## src/rtl/rts_pkg.sv

```systemverilog
// ----------------------------------------------------------------------------
// rts_pkg
// Shared types, character codes and token helpers for the RPN token scanner.
// ----------------------------------------------------------------------------
`default_nettype none

package rts_pkg;

    // Error text store size, in characters
    localparam int MAX_TEXT   = 8;
    localparam int TEXT_IDX_W = (MAX_TEXT > 1) ? $clog2(MAX_TEXT) : 1;

    // Field widths
    localparam int COUNT_W = 4;
    localparam int MAG_W   = 27;
    localparam int MANT_W  = 28;
    localparam int FRAC_W  = 3;
    localparam int TEXT_W  = 64;

    // Result queue
    localparam int FIFO_DEPTH = 4;
    localparam int FIFO_PTR_W = $clog2(FIFO_DEPTH);
    localparam int FIFO_CNT_W = FIFO_PTR_W + 1;

    // Character codes
    localparam logic [7:0] CH_PLUS  = 8'h2B;
    localparam logic [7:0] CH_MINUS = 8'h2D;
    localparam logic [7:0] CH_SLASH = 8'h2F;
    localparam logic [7:0] CH_STAR  = 8'h2A;
    localparam logic [7:0] CH_DOT   = 8'h2E;
    localparam logic [7:0] CH_SPACE = 8'h20;
    localparam logic [7:0] CH_NL    = 8'h0A;
    localparam logic [7:0] CH_ZERO  = 8'h30;
    localparam logic [7:0] CH_NINE  = 8'h39;

    typedef enum logic [2:0] {
        KIND_NUMBER = 3'd0,
        KIND_ADD    = 3'd1,
        KIND_SUB    = 3'd2,
        KIND_MUL    = 3'd3,
        KIND_DIV    = 3'd4,
        KIND_ERR    = 3'd5,
        KIND_END    = 3'd6
    } t_tok_kind;

    typedef enum logic [2:0] {
        MODE_START = 3'd0,
        MODE_MINUS = 3'd1,
        MODE_INT   = 3'd2,
        MODE_FRAC  = 3'd3,
        MODE_ERROR = 3'd4
    } t_scan_mode;

    typedef struct packed {
        logic [7:0] char_code;
        logic       end_marker;
    } t_in_item;

    typedef struct packed {
        t_tok_kind                 token_kind;
        logic signed [MANT_W-1:0]  mantissa;
        logic [FRAC_W-1:0]         fraction_digits;
        logic [TEXT_W-1:0]         error_text;
        logic [COUNT_W-1:0]        error_length;
        logic                      text_overflow;
        logic                      last_of_run;
    } t_out_item;

    // Tokens produced by one scan step, first in tok0
    typedef struct packed {
        logic [1:0] n_tok;
        t_out_item  tok0;
        t_out_item  tok1;
    } t_push;

    // Token with no payload (operators, end)
    function automatic t_out_item tok_plain(input t_tok_kind kind);
        t_out_item t;
        t            = '0;
        t.token_kind = kind;
        return t;
    endfunction

endpackage

`default_nettype wire

```

## src/rtl/rpn_token_scanner.sv

```systemverilog
// ----------------------------------------------------------------------------
// rpn_token_scanner
// Character-stream lexer for RPN arithmetic text: numbers, operators,
// lexical errors and an end token.
// ----------------------------------------------------------------------------
//
//  channel  direction  handshake                 payload
//  -------  ---------  ------------------------  ----------------------------
//  in       sink       i_in_valid / o_in_ready   i_in_item  (char, end mark)
//  out      source     o_out_valid / i_out_ready o_out_item (one token)
//
//  - One character per cycle while the queue has room: an accepted item
//    sits in the input register, is scanned in one pass and lands in the
//    4-entry token queue.
//  - The first token goes through the input register and the token queue.
//  - An item that ends a pending token may give two tokens; the queue drains
//    one per cycle while the out port is ready.
//  - The input register waits until the queue has room for two tokens.
//  - Synchronous active-low reset empties the queue and returns to start mode;
//    the error text store is not cleared (entries past the length are masked).
//
`default_nettype none

module rpn_token_scanner (
    input  wire logic               i_clk,
    input  wire logic               i_rst_n,
    input  wire logic               i_in_valid,
    output logic                    o_in_ready,
    input  wire rts_pkg::t_in_item  i_in_item,
    output logic                    o_out_valid,
    input  wire logic               i_out_ready,
    output rts_pkg::t_out_item      o_out_item
);

    // Input register
    logic                   r_in_valid;
    rts_pkg::t_in_item      r_in_item;

    logic                   fifo_room;
    logic                   fire;
    rts_pkg::t_push         push;

    // Scan fires when the queue can take the worst case of two tokens
    assign fire       = r_in_valid && fifo_room;
    assign o_in_ready = !r_in_valid || fire;

    always_ff @(posedge i_clk) begin
        if (!i_rst_n) begin
            r_in_valid <= 1'b0;
        end else if (o_in_ready) begin
            r_in_valid <= i_in_valid;
        end
    end

    always_ff @(posedge i_clk) begin
        if (o_in_ready && i_in_valid) begin
            r_in_item <= i_in_item;
        end
    end

    rts_scan u_scan (
        .i_clk   (i_clk),
        .i_rst_n (i_rst_n),
        .i_fire  (fire),
        .i_item  (r_in_item),
        .o_push  (push)
    );

    rts_tok_fifo u_fifo (
        .i_clk   (i_clk),
        .i_rst_n (i_rst_n),
        .i_push  (push),
        .o_room  (fifo_room),
        .o_valid (o_out_valid),
        .i_ready (i_out_ready),
        .o_item  (o_out_item)
    );

endmodule

`default_nettype wire

```

## src/rtl/rts_scan.sv

```systemverilog
// ----------------------------------------------------------------------------
// rts_scan
// Scanner state and single-step token logic: one character per fire.
// ----------------------------------------------------------------------------
`default_nettype none

module rts_scan (
    input  wire logic             i_clk,
    input  wire logic             i_rst_n,
    input  wire logic             i_fire,
    input  wire rts_pkg::t_in_item i_item,
    output rts_pkg::t_push        o_push
);

    // State
    rts_pkg::t_scan_mode                 r_mode, n_mode;
    logic [rts_pkg::MAX_TEXT-1:0][7:0]   r_text;
    logic [rts_pkg::COUNT_W-1:0]         r_count, n_count;
    logic [rts_pkg::MAG_W-1:0]           r_mag, n_mag;
    logic [rts_pkg::FRAC_W-1:0]          r_pdc, n_pdc;
    logic                                r_neg, n_neg;
    logic                                r_ovf, n_ovf;

    logic [7:0]                      c;
    logic                            is_dig, is_val;
    logic [3:0]                      dval;
    logic                            room;
    logic [rts_pkg::MAG_W-1:0]       mag_x10;

    // Start-mode decode (state is always clean there)
    logic                            st_emit, st_store;
    rts_pkg::t_tok_kind              st_kind;
    rts_pkg::t_scan_mode             st_mode;

    logic                            wr_en;
    logic [rts_pkg::TEXT_IDX_W-1:0]  wr_idx;
    logic                            pre_emit, do_start, end_tok, sec_emit;
    rts_pkg::t_out_item              pre_tok, sec_tok, num_tok, err_tok;
    logic [rts_pkg::MANT_W-1:0]      mag_ext;

    assign c       = i_item.char_code;
    assign is_dig  = (c >= rts_pkg::CH_ZERO) && (c <= rts_pkg::CH_NINE);
    assign is_val  = is_dig || (c == rts_pkg::CH_PLUS) || (c == rts_pkg::CH_MINUS) ||
                     (c == rts_pkg::CH_SLASH) || (c == rts_pkg::CH_STAR) ||
                     (c == rts_pkg::CH_DOT) || (c == rts_pkg::CH_SPACE) ||
                     (c == rts_pkg::CH_NL);
    assign dval    = c[3:0];
    assign room    = r_count < rts_pkg::COUNT_W'(rts_pkg::MAX_TEXT);
    assign mag_x10 = rts_pkg::MAG_W'({r_mag, 3'b000} + {r_mag, 1'b0});
    assign mag_ext = {1'b0, r_mag};

    // Pending number / error tokens from current state
    always_comb begin
        num_tok                 = rts_pkg::tok_plain(rts_pkg::KIND_NUMBER);
        num_tok.mantissa        = r_neg ? -mag_ext : mag_ext;
        num_tok.fraction_digits = r_pdc;
        num_tok.text_overflow   = r_ovf;

        err_tok                 = rts_pkg::tok_plain(rts_pkg::KIND_ERR);
        err_tok.error_length    = r_count;
        err_tok.text_overflow   = r_ovf;
        for (int i = 0; i < rts_pkg::MAX_TEXT; i++) begin
            if (rts_pkg::COUNT_W'(i) < r_count) begin
                err_tok.error_text[8*i +: 8] = r_text[i];
            end
        end
    end

    always_comb begin
        st_emit  = 1'b0;
        st_store = 1'b0;
        st_kind  = rts_pkg::KIND_ADD;
        st_mode  = rts_pkg::MODE_START;
        if (c == rts_pkg::CH_PLUS) begin
            st_emit = 1'b1;
        end else if (c == rts_pkg::CH_STAR) begin
            st_emit = 1'b1;
            st_kind = rts_pkg::KIND_MUL;
        end else if (c == rts_pkg::CH_SLASH) begin
            st_emit = 1'b1;
            st_kind = rts_pkg::KIND_DIV;
        end else if (c == rts_pkg::CH_MINUS) begin
            st_mode  = rts_pkg::MODE_MINUS;
            st_store = 1'b1;
        end else if (is_dig) begin
            st_mode  = rts_pkg::MODE_INT;
            st_store = 1'b1;
        end else if (c == rts_pkg::CH_DOT) begin
            st_mode = rts_pkg::MODE_ERROR;
        end
    end

    // Next state
    always_comb begin
        n_mode   = r_mode;
        n_count  = r_count;
        n_mag    = r_mag;
        n_pdc    = r_pdc;
        n_neg    = r_neg;
        n_ovf    = r_ovf;
        wr_en    = 1'b0;
        wr_idx   = r_count[rts_pkg::TEXT_IDX_W-1:0];
        pre_emit = 1'b0;
        pre_tok  = rts_pkg::tok_plain(rts_pkg::KIND_SUB);
        do_start = 1'b0;
        end_tok  = 1'b0;

        if (i_item.end_marker) begin
            if (r_mode == rts_pkg::MODE_MINUS) begin
                pre_emit = 1'b1;
            end else if (r_mode == rts_pkg::MODE_ERROR) begin
                pre_emit = 1'b1;
                pre_tok  = err_tok;
            end
            end_tok = 1'b1;
            n_mode  = rts_pkg::MODE_START;
            n_count = '0;
            n_mag   = '0;
            n_pdc   = '0;
            n_neg   = 1'b0;
            n_ovf   = 1'b0;
        end else if (!is_val) begin
            n_mode = rts_pkg::MODE_ERROR;
            if (room) begin
                wr_en   = 1'b1;
                n_count = r_count + 1'b1;
            end else begin
                n_ovf = 1'b1;
            end
        end else begin
            case (r_mode)
                rts_pkg::MODE_MINUS, rts_pkg::MODE_INT, rts_pkg::MODE_FRAC: begin
                    if (is_dig) begin
                        if (r_mode == rts_pkg::MODE_MINUS) begin
                            n_mode = rts_pkg::MODE_INT;
                            n_neg  = 1'b1;
                        end
                        if (room) begin
                            wr_en   = 1'b1;
                            n_count = r_count + 1'b1;
                            n_mag   = mag_x10 + {{(rts_pkg::MAG_W-4){1'b0}}, dval};
                            if (r_mode == rts_pkg::MODE_FRAC) begin
                                n_pdc = r_pdc + 1'b1;
                            end
                        end else begin
                            n_ovf = 1'b1;
                        end
                    end else if (c == rts_pkg::CH_DOT) begin
                        if (r_mode == rts_pkg::MODE_INT) begin
                            n_mode = rts_pkg::MODE_FRAC;
                            if (room) begin
                                wr_en   = 1'b1;
                                n_count = r_count + 1'b1;
                            end else begin
                                n_ovf = 1'b1;
                            end
                        end else begin
                            n_mode = rts_pkg::MODE_ERROR;
                        end
                    end else begin
                        pre_emit = 1'b1;
                        if (r_mode != rts_pkg::MODE_MINUS) begin
                            pre_tok = num_tok;
                        end
                        do_start = 1'b1;
                    end
                end
                rts_pkg::MODE_ERROR: begin
                    pre_emit = 1'b1;
                    pre_tok  = err_tok;
                    do_start = 1'b1;
                end
                default: begin
                    do_start = 1'b1;
                end
            endcase

            // Terminating character is rescanned from a clean start
            if (do_start) begin
                n_mode  = st_mode;
                n_count = st_store ? rts_pkg::COUNT_W'(1) : '0;
                n_mag   = (st_mode == rts_pkg::MODE_INT) ?
                          {{(rts_pkg::MAG_W-4){1'b0}}, dval} : '0;
                n_pdc   = '0;
                n_neg   = 1'b0;
                n_ovf   = 1'b0;
                wr_en   = st_store;
                wr_idx  = '0;
            end
        end
    end

    // Token assembly
    always_comb begin
        sec_emit = end_tok || (do_start && st_emit);
        sec_tok  = end_tok ? rts_pkg::tok_plain(rts_pkg::KIND_END) :
                             rts_pkg::tok_plain(st_kind);
        sec_tok.last_of_run = 1'b1;

        o_push.n_tok = i_fire ? ({1'b0, pre_emit} + {1'b0, sec_emit}) : 2'd0;
        o_push.tok0  = pre_emit ? pre_tok : sec_tok;
        o_push.tok0.last_of_run = !(pre_emit && sec_emit);
        o_push.tok1  = sec_tok;
    end

    always_ff @(posedge i_clk) begin
        if (!i_rst_n) begin
            r_mode  <= rts_pkg::MODE_START;
            r_count <= '0;
            r_mag   <= '0;
            r_pdc   <= '0;
            r_neg   <= 1'b0;
            r_ovf   <= 1'b0;
        end else if (i_fire) begin
            r_mode  <= n_mode;
            r_count <= n_count;
            r_mag   <= n_mag;
            r_pdc   <= n_pdc;
            r_neg   <= n_neg;
            r_ovf   <= n_ovf;
        end
    end

    always_ff @(posedge i_clk) begin
        if (i_fire && wr_en) begin
            r_text[wr_idx] <= c;
        end
    end

endmodule

`default_nettype wire

```

## src/rtl/rts_tok_fifo.sv

```systemverilog
// ----------------------------------------------------------------------------
// rts_tok_fifo
// Small result queue: takes up to two tokens per cycle, gives one when ready.
// ----------------------------------------------------------------------------
`default_nettype none

module rts_tok_fifo (
    input  wire logic               i_clk,
    input  wire logic               i_rst_n,
    input  wire rts_pkg::t_push     i_push,
    output logic                    o_room,
    output logic                    o_valid,
    input  wire logic               i_ready,
    output rts_pkg::t_out_item      o_item
);

    rts_pkg::t_out_item                  r_mem [rts_pkg::FIFO_DEPTH];
    logic [rts_pkg::FIFO_PTR_W-1:0]      r_wr, n_wr, r_rd, n_rd, wr_next;
    logic [rts_pkg::FIFO_CNT_W-1:0]      r_cnt, n_cnt;
    logic                                pop;

    assign o_valid = (r_cnt != '0);
    assign o_item  = r_mem[r_rd];
    assign o_room  = r_cnt <= rts_pkg::FIFO_CNT_W'(rts_pkg::FIFO_DEPTH - 2);
    assign pop     = o_valid && i_ready;
    assign wr_next = r_wr + 1'b1;

    always_comb begin
        n_wr  = r_wr + rts_pkg::FIFO_PTR_W'(i_push.n_tok);
        n_rd  = pop ? r_rd + 1'b1 : r_rd;
        n_cnt = r_cnt + rts_pkg::FIFO_CNT_W'(i_push.n_tok)
                      - rts_pkg::FIFO_CNT_W'(pop);
    end

    always_ff @(posedge i_clk) begin
        if (!i_rst_n) begin
            r_wr  <= '0;
            r_rd  <= '0;
            r_cnt <= '0;
        end else begin
            r_wr  <= n_wr;
            r_rd  <= n_rd;
            r_cnt <= n_cnt;
        end
    end

    always_ff @(posedge i_clk) begin
        if (i_push.n_tok != 2'd0) begin
            r_mem[r_wr] <= i_push.tok0;
        end
        if (i_push.n_tok == 2'd2) begin
            r_mem[wr_next] <= i_push.tok1;
        end
    end

endmodule

`default_nettype wire

```

## config.mk

```make
export PLATFORM = sky130hd
export DESIGN_NAME = rpn_token_scanner
export DESIGN_NICKNAME = d
export VERILOG_FILES = /design/src/rtl/rts_pkg.sv /design/src/rtl/rpn_token_scanner.sv /design/src/rtl/rts_scan.sv /design/src/rtl/rts_tok_fifo.sv
export SDC_FILE = /design/constraint.sdc
export NUM_CORES = 1
export LEC_CHECK = 0
export ABC_AREA = 0
export BUFFER_PORTS_ARGS = -buffer_cell sky130_fd_sc_hd__buf_2
export CAP_MARGIN = 20
export CORE_ASPECT_RATIO = 0.8
export CORE_MARGIN = 3
export CORE_UTILIZATION = 31
export CTS_CLUSTER_SIZE = 16
export DETAILED_ROUTE_END_ITERATION = 10
export PLACE_DENSITY = 0.43
export SLEW_MARGIN = 15
export SYNTH_ARGS = -nofsm -noshare
export SYNTH_HDL_FRONTEND = slang
export SYNTH_HIERARCHICAL = 1
export SYNTH_SLANG_ARGS = --single-unit
```

## constraint.sdc

```tcl
create_clock -name i_clk -period 17.4 [get_ports i_clk]
set_input_delay 3.48 -clock i_clk [delete_from_list [all_inputs] [get_ports i_clk]]
set_output_delay 3.48 -clock i_clk [all_outputs]
set_load 0.03 [all_outputs]
```

==> flow_summary.ini, run 1 <==
[outcome]
status = finished clean

[critical_path]
critPathMaxStageDelay_ps = 680
required_ps = 13920
crit_type = reg -> out
cp_top_family = buffers and inverters
cp_slowest_cell = dfxtp_4
start_kind = flip-flop
crit_chain = buf_4 > buf_4 > mux4_2 > buf_2
endpoint_kind = output port
crit_fanout = 24
path_common_cell = buf_4
arrival_ps = 3370
timing.critical_path.buf_inv = 3

[cts]
cts_root_buf = clkbuf_16
cts_resized = 0
cts_sinks = 538
h-tree-depth = 2
path_clk_slew_ps = 60
cts_buffers = 60
clock_path_buffers = 3
clk_latency_ps = 660
cts_setup_buffers = 0
cts_tree = done
ctsHoldBuffers = 0

[synth]
ys_seq_elements = 538
syn_avg_cell_area_um2 = 14.9
ys_seq_area_frac = 0.547
yosysWarnings = 6
synth_top_area_cell = edfxtp_1
ys_types = 83
ys.flop_type = edfxtp_1
syn_inst = 1926
synth-edff-count = 489
yosysTopAreaCellShare = 0.513
synth_top_cells_by_area = edfxtp_1 (51%), mux2_2 (13%), mux4_2 (8.2%), dfxtp_1 (3.4%), buf_4 (2.8%)
syn_area_um2 = 28600
async_flop_share = 0

[power]
leakage_nw = 11.6
vdd_drop_max_mv = 0.0655
p_per_area_nw_per_um2 = 106

[floorplan]
dieArea_um2 = 96000
initial_core_util = 0.313
row_count = 99
ios = 119
core_um2 = 91400
die_w_um = 346
die_h_um = 278

[detailed_routing]
final_antenna_net_count = 0
wl_per_cell_um = 23.0
viasPerCell = 4.93
drt-total-wl_mm = 75.7
vias = 16231
drtIter0Drc = 895
detail_route.first_pass.iterations = 5
drc = 0

[place]
port_buffers = 118
dpl_cell_area_um2 = 30000
routabilityCongestion = 0.789
post-place-cells = 3182
place_hpwl_mm = 46.5

[finish]
final_common_cell = edfxtp_1
instances_no_fill = 3291
diodes = 0
area_delta_synth_final_pct = 11.9
final_cell_mix = edfxtp_1 (489), mux2_2 (332), buf_2 (118)
design_area_um2 = 32000
drive_gt1_frac = 0.346
final_nets = 2105

[hold_path]
worstHoldPathType = reg -> reg

[sta]
max_freq_mhz = 146
final.setup.tns_ps = 0
min_period_ps = 6850
setup_viol = 0
hold_viol_final = 0
skew_ps = 36.4
rsz0062_at_grt = no
slew_violations = 0
fin_crit_sh = 0.394
worstMarginPinSlew_ps = 1110
max-slew-margin-rel = 0.259

[global_routing]
grt_pass1_wl_mm = 114
antenna_found_initial = 3
grt_overflow = 0
track_usage = 0.156
grt_max_degree = 56
grt_pass1_vias = 17121

[flow_run]
cap_violations = 0
==> sequential cells by signal (all words and copies together) (netlist names), 2 cells and up, named ones only <==
register and cells:
u_fifo/r_rd 2, u_fifo/r_cnt 3, u_scan/r_mode 3, u_scan/r_text 64
u_fifo/r_mem 416, u_fifo/r_wr 2, u_scan/r_count 4, u_scan/r_mag 27
u_scan/r_pdc 3, r_in_item 9
==> power breakdown <==
| group | leakage (nW) | switching [W] | total, W | internal [W] |
|---|---|---|---|---|
| Combinational | 5.84 | 0.000392 | 0.000615 | 0.000223 |
| Sequential | 4.85 | 0.0000360 | 0.00148 | 0.00144 |
| Clock | 0.959 | 0.000546 | 0.00130 | 0.000754 |
==> cells in the mapped netlist (10+ instances only) <==
library cell and number:
edfxtp_1 489, mux2_2 332, buf_4 107, mux4_2 104, nor2_1 84, and2_1 71, mux2_1 69, ha_1 57
dfxtp_1 49, nand2_1 47, a21oi_1 44, buf_2 43, o21ai_0 40, clkbuf_1 36, xor2_1 27, inv_1 23
buf_6 19, nand3_1 19, nor2b_1 18, xnor2_1 17, mux2_4 15, and3_1 13, mux2i_1 12, nor3_1 12
nand2b_1 11, a21o_1 10, nor4_1 10, o31ai_1 10
==> cell type report <==
class	count	area (um2)
Fill cell	8783	59400
Sequential cell	538	15700
Multi-Input combinational cell	1254	11900
Clock buffer	72	1550
Tap cell	1212	1520
Timing Repair Buffer	154	861
Clock inverter	37	445
Inverter	24	90.1
==> logic make-up (layout without fill, tap and decap cells) <==
group	count (synthesis)	after routing	share of synthesized area
flip-flops	538	538	0.547
adder cells (fa/ha/maj)	60	60	0.0270
XOR/XNOR	46	46	0.0150
multiplexers	532	532	0.252
buffers and inverters	233	287	0.0515
AO/OA/AOI/OAI	184	184	0.0439
other	2	101	0.000262
AND/OR/NAND/NOR	331	331	0.0633
==> tightest hold or removal path, delay by kind of cell, from the launching register on <==
kind | cells | cell delay (ps)
DFF | 1 | 320
AOI/OAI and AO/OA | 1 | 40
and+or+nand+nor | 1 | 70
==> worst paths after layout <==
check | startpoint | to | slack, ps | cells past startpoint
worst max-delay path | flip-flop | o_out_item[102] | 10550 | 4
worst max register to register | r_in_item[4] | u_fifo/r_mem[2][78] | 10840 | 13
worst min-delay path | u_scan/r_ovf | u_scan/r_ovf | 470 | 2
worst min register to register | u_scan/r_ovf | u_scan/r_ovf | 470 | 2
==> metrics by stage <==
stage          total power [W]  hold slack (ps)  setup slack, ps  utilization
6_report               0.00339              466            10550        0.350
5_1_grt                0.00354              502            10230        0.350
4_1_cts                0.00346              470            10340        0.350
3_5_place_dp           0.00214              453            10850        0.329
3_3_place_gp           0.00214              456            10940        0.329
2_1_floorplan          0.00197              429             6520            -
==> routing by layer <==
layer  part of all wire  track usage  routed length, um  vias up
met4              0.018       0.0350               1340        2
met1               0.48        0.222              36600     8355
met2               0.46        0.254              35200      287
li1                   -            -                  -     7504
met5            0.00017            0                 13        -
met3              0.035       0.0220               2640       83
(Power assumes the default switching activity.)
==> run 2: changes to the inputs <==
PLACE_DENSITY = 0.44   (was 0.43)
clock period = 5.5 ns   (was 17.4 ns; I/O delays follow)
==> flow_summary.ini, run 2 (synthesis results as in run 1) <==
[outcome]
status = finished clean

[detailed_routing]
wl_per_cell_um = 23.1
wl_met3_mm = 2.71
top_layer_used = met4
drt-total-wl_mm = 76.5
met1_length_mm = 36.3
final_antenna_net_count = 0
drtIter0Drc = 965
vias = 16318
drc = 0
wl_met2_mm = 36.0
viasPerCell = 4.94
detail_route.first_pass.iterations = 7

[critical_path]
critPathMaxStageDelay_ps = 830
timing.critical_path.buf_inv = 1
crit_type = reg -> reg
crit_fanout = 34
cp_top_family = compound AO/OA/AOI/OAI gates
crit_chain = o21ai_0 > a32oi_1 > or3b_1 > nand3b_1 > or2_1 > nand3_1 > ha_1 > and2_1 > o21bai_1 > o21bai_4 > buf_12
arrival_ps = 5220
endpoint_kind = flip-flop
start_kind = flip-flop
cp_slowest_cell = o21bai_4
required_ps = 5800

[cts]
h-tree-depth = 2
ctsHoldBuffers = 0
cts_tree = done
cts_resized = 0
cts_buffers = 61
cts_sinks = 538
path_clk_slew_ps = 60
cts_root_buf = clkbuf_16
clk_latency_ps = 670
cts_setup_buffers = 0
clock_path_buffers = 3

[finish]
largest_reg_flops = 416
final_common_cell = edfxtp_1
final_util = 0.354
regMostFlops = u_fifo/r_mem
final_nets = 2115
largestRegisters = u_fifo/r_mem: 416 flops, u_scan/r_text: 64 flops, u_scan/r_mag: 27 flops
area_delta_synth_final_pct = 13.0
instances_no_fill = 3306
final_cell_mix = edfxtp_1 (489), mux2_2 (332), buf_2 (118)
drive_gt1_frac = 0.347
design_area_um2 = 32300

[place]
port_buffers = 118
routabilityCongestion = 0.819
place_hpwl_mm = 45.6
post-place-cells = 3190
dpl_cell_area_um2 = 30300

[sta]
min_period_ps = 4920
slew_violations = 0
setup_viol = 0
worstMarginPinSlew_ps = 1010
fin_crit_sh = 0.895
hold_viol_final = 0
skew_ps = 61.0
hold_ws_ps = 469
rsz0062_at_grt = no
max_freq_mhz = 203
max-slew-margin-rel = 0.322

[floorplan]
initial_core_util = 0.313
ios = 119
core_um2 = 91400
die_h_um = 278
die_w_um = 346
row_count = 99
dieArea_um2 = 96000

[power]
p_total_w = 0.0108
leakage_nw = 11.7
vdd_drop_max_mv = 0.250
p_per_area_nw_per_um2 = 333

[global_routing]
antenna_found_initial = 4
grt_overflow = 0
track_usage = 0.158
grt_pass1_vias = 17088
grt_pass1_wl_mm = 115
grt_max_degree = 105

[hold_path]
worstHoldPathType = reg -> reg

[flow_run]
cap_violations = 0
[run 2: changes by cell type in the layout (fill, tap and decap cells not counted), sizes merged]
| cell | before | now |
|---|---|---|
| clkinvlp | 4 | 2 |
| inv | 24 | 23 |
| clkinv | 25 | 36 |
| bufinv | 8 | 7 |
| buf | 154 | 162 |
| diode | 0 | 1 |
| clkbuf | 72 | 71 |
[run 2: path summary, 6_finish.rpt]
path / start / cells past startpoint / end / slack, ps
worst max-delay path: r_in_item[3] / 11 / u_fifo/r_mem[2][20] / 580
worst min-delay path: u_scan/r_ovf / 2 / u_scan/r_ovf / 470
worst max register to register: r_in_item[3] / 11 / u_fifo/r_mem[2][20] / 580
worst min register to register: u_scan/r_ovf / 2 / u_scan/r_ovf / 470
[run 2: report_power, final]
part | leakage [nW] | total [W] | internal [W] | switching, W
registers | 4.81 | 0.00472 | 0.00457 | 0.000154
logic | 5.94 | 0.00193 | 0.000728 | 0.00121
clock network | 0.970 | 0.00411 | 0.00236 | 0.00175
total | 11.7 | 0.0108 | 0.00765 | 0.00311
[run 2: final cells by class]
class                   count  area, um2
clock inverters            44        437
diodes                      1       2.50
clock buffers              70       1560
repair buffers            163       1150
well taps                1212       1520
multi-input cells        1254      11900
flip-flops and latches    538      15700
fillers                  8837      59100
inverters                  24       90.1
[run 2: worst reg2reg max path, delay by kind of cell (launching register included)]
family / cells / cell delay, ps
adders and majority gates: 1 / 320
DFF: 1 / 780
and+or+nand+nor: 5 / 1350
AOI/OAI and AO/OA: 4 / 1750
buffers and inverters: 1 / 350
[run 2: per-stage QoR]
step	worst slack (ps)	setup TNS [ps]
after floorplan	-593	-239370
after global placement	657	0
after detailed placement	654	0
after CTS	571	0
after global routing	298	0
final	580	0
[run 2: per-layer routing]
| metal | global-route usage | vias up |
|---|---|---|
| li1 | - | 7529 |
| met1 | 0.223 | 8398 |
| met2 | 0.257 | 300 |
| met3 | 0.0212 | 91 |
| met4 | 0.0382 | 0 |
| met5 | 0 | - |
==> run 3: changes to the inputs <==
PLACE_DENSITY = 0.45   (was 0.44)
SYNTH_HIERARCHICAL = unset   (was 1)
==> flow_summary.ini, run 3 <==
[sta]
worstMarginPinSlew_ps = 970
skew_ps = 23.3
slew_violations = 0
worst_slack_ps = 681
max-slew-margin-rel = 0.343
fin_crit_sh = 0.876
setup_viol = 0
hold_viol_final = 0
min_period_ps = 4820
max_freq_mhz = 208
rsz0062_at_grt = no
final.setup.tns_ps = 0

[power]
vdd_drop_max_mv = 0.223
p_total_w = 0.00871
leakage_nw = 9.53
p_per_area_nw_per_um2 = 340

[floorplan]
ios = 119
die_w_um = 306
die_h_um = 246
initial_core_util = 0.315
dieArea_um2 = 75100
core_um2 = 70800
row_count = 87

[place]
dp_slack_ps = 723
place_hpwl_mm = 41.6
port_buffers = 118
routabilityCongestion = 0.824

[synth]
synth-edff-count = 85
ys_seq_elements = 538
yosysWarnings = 0
ys_types = 76
yosysTopAreaCellShare = 0.407
yosysMostFrequentCell = dfxtp_1
async_flop_share = 0
syn_nets = 2174
syn_inst = 2101
syn_area_um2 = 22300
synth_common_cells = dfxtp_1 (453), nand2_1 (383), o21ai_0 (289)
ys.flop_type = dfxtp_1
synth_top_area_cell = dfxtp_1
syn_avg_cell_area_um2 = 10.6
ys_seq_area_frac = 0.522
synth_top_cells_by_area = dfxtp_1 (41%), edfxtp_1 (11%), mux4_2 (11%), o21ai_0 (6.5%), nand2_1 (6.5%)

[detailed_routing]
drtIter0Drc = 1283
final_antenna_net_count = 0
wl_per_cell_um = 21.2
detail_route.first_pass.iterations = 5
vias = 16525
drt-total-wl_mm = 66.9
viasPerCell = 5.25
drc = 0

[cts]
cts_tree = done
h-tree-depth = 2
cts_sinks = 538
cts_buffers = 55
path_clk_slew_ps = 60
cts_setup_buffers = 0
cts_resized = 0
clk_latency_ps = 620
clock_path_buffers = 3
cts_root_buf = clkbuf_16
ctsHoldBuffers = 0

[global_routing]
grt_max_degree = 67
track_usage = 0.174
grt_pass1_vias = 16450
grt_pass1_wl_mm = 102
grt_overflow = 0
antenna_found_initial = 0

[critical_path]
endpoint_kind = flip-flop
required_ps = 6040
crit_chain = o21ai_1 > nand2_1 > a21o_1 > and3_4 > a21oi_2 > buf_4 > nor3_1 > inv_1 > ha_1 > o21ai_1 > buf_4 > or3_1 > and2_4 > buf_4 > a22o_1
timing.critical_path.buf_inv = 4
cp_slowest_cell = edfxtp_1
arrival_ps = 5360
critPathMaxStageDelay_ps = 780
start_kind = flip-flop
crit_fanout = 63
crit_type = reg -> reg
cp_top_family = simple AND/OR/NAND/NOR gates
path_common_cell = buf_4

[finish]
fill_cells = 7102
diodes = 0
largest_reg_flops = 416
multiInputGateArea_um2 = 10000
regMostFlops = u_fifo.r_mem
seq_area_um2 = 11600
area_delta_synth_final_pct = 15.3
final_common_cell = dfxtp_1
final_nets = 2244
final_cell_mix = dfxtp_1 (451), nand2_1 (383), o21ai_0 (289)
largestRegisters = u_fifo.r_mem: 416 flops, u_scan.r_text: 64 flops, u_scan.r_mag: 27 flops
drive_gt1_frac = 0.179

[hold_path]
worstHoldPathType = reg -> reg

[flow_run]
cap_violations = 0

[outcome]
status = finished clean
-- run 3: cell types whose count changed in the layout (fill, tap and decap cells not counted), moves of 128 or more --
cell,previous run,this run
nand2_1,47,383
a22o_1,0,128
edfxtp_1,489,85
dfxtp_1,47,451
mux2_2,332,0
o21ai_0,39,289
-- run 3: worst register-to-register path, stage by stage (launching register included) --
cell and delay, ps:
edfxtp_1 780, o21ai_1 250, nand2_1 180, a21o_1 260, and3_4 250, a21oi_2 50
buf_4 180, nor3_1 450, inv_1 90, ha_1 380, o21ai_1 170, buf_4 170
or3_1 130, and2_4 770, buf_4 440, a22o_1 190
-- run 3: logic make-up after synthesis --
| group | count (synthesis) | share of synthesized area |
|---|---|---|
| XOR/XNOR | 51 | 0.0201 |
| buffers and inverters | 166 | 0.0292 |
| flip-flops | 538 | 0.522 |
| AO/OA/AOI/OAI | 586 | 0.171 |
| multiplexers | 107 | 0.107 |
| adder cells (fa/ha/maj) | 60 | 0.0347 |
| AND/OR/NAND/NOR | 593 | 0.116 |
-- run 3: path summary, 6_finish.rpt --
kind | start | to | slack (ps) | depth (start not counted)
hold / removal | u_fifo.r_mem[1][18] | u_fifo.r_mem[1][18] | 450 | 2
setup reg to reg | r_in_item[2] | u_fifo.r_mem[0][97] | 680 | 15
setup / recovery | r_in_item[2] | u_fifo.r_mem[0][97] | 680 | 15
hold reg to reg | u_fifo.r_mem[1][18] | u_fifo.r_mem[1][18] | 450 | 2
-- run 3: report_power, final --
group	switching [W]	total (W)	leakage, nW	internal [W]
sequential	0.000165	0.00422	4.42	0.00405
clock	0.00160	0.00375	0.899	0.00215
combinational	0.000455	0.000740	4.21	0.000285
-- run 3: layout make-up --
cell class / instances / area share
clock buffer: 82 / 0.0636
clock inverter: 18 / 0.00751
inverter: 28 / 0.00410
multi-input combinational: 1397 / 0.391
sequential: 538 / 0.453
tap: 934 / 0.0456
timing repair buffer: 151 / 0.0349
-- run 3: per-layer routing --
layer	global-route usage	wire, um	up-vias
met1	0.235	30400	8302
met2	0.298	32400	374
met3	0.0270	3150	70
met5	0	0	-
met4	0.0342	923	0
li1	-	-	7779
-- run 3: through the flow --
stage                      util  std cells  hold WS [ps]  area [um2]
after floorplan               -       2101           420       22300
after global placement    0.337       3047           428       23800
after detailed placement  0.337       3047           436       23800
after CTS                 0.362       3147           450       25600
after global routing      0.363       3148           467       25600
final                     0.363       3148           447       25600
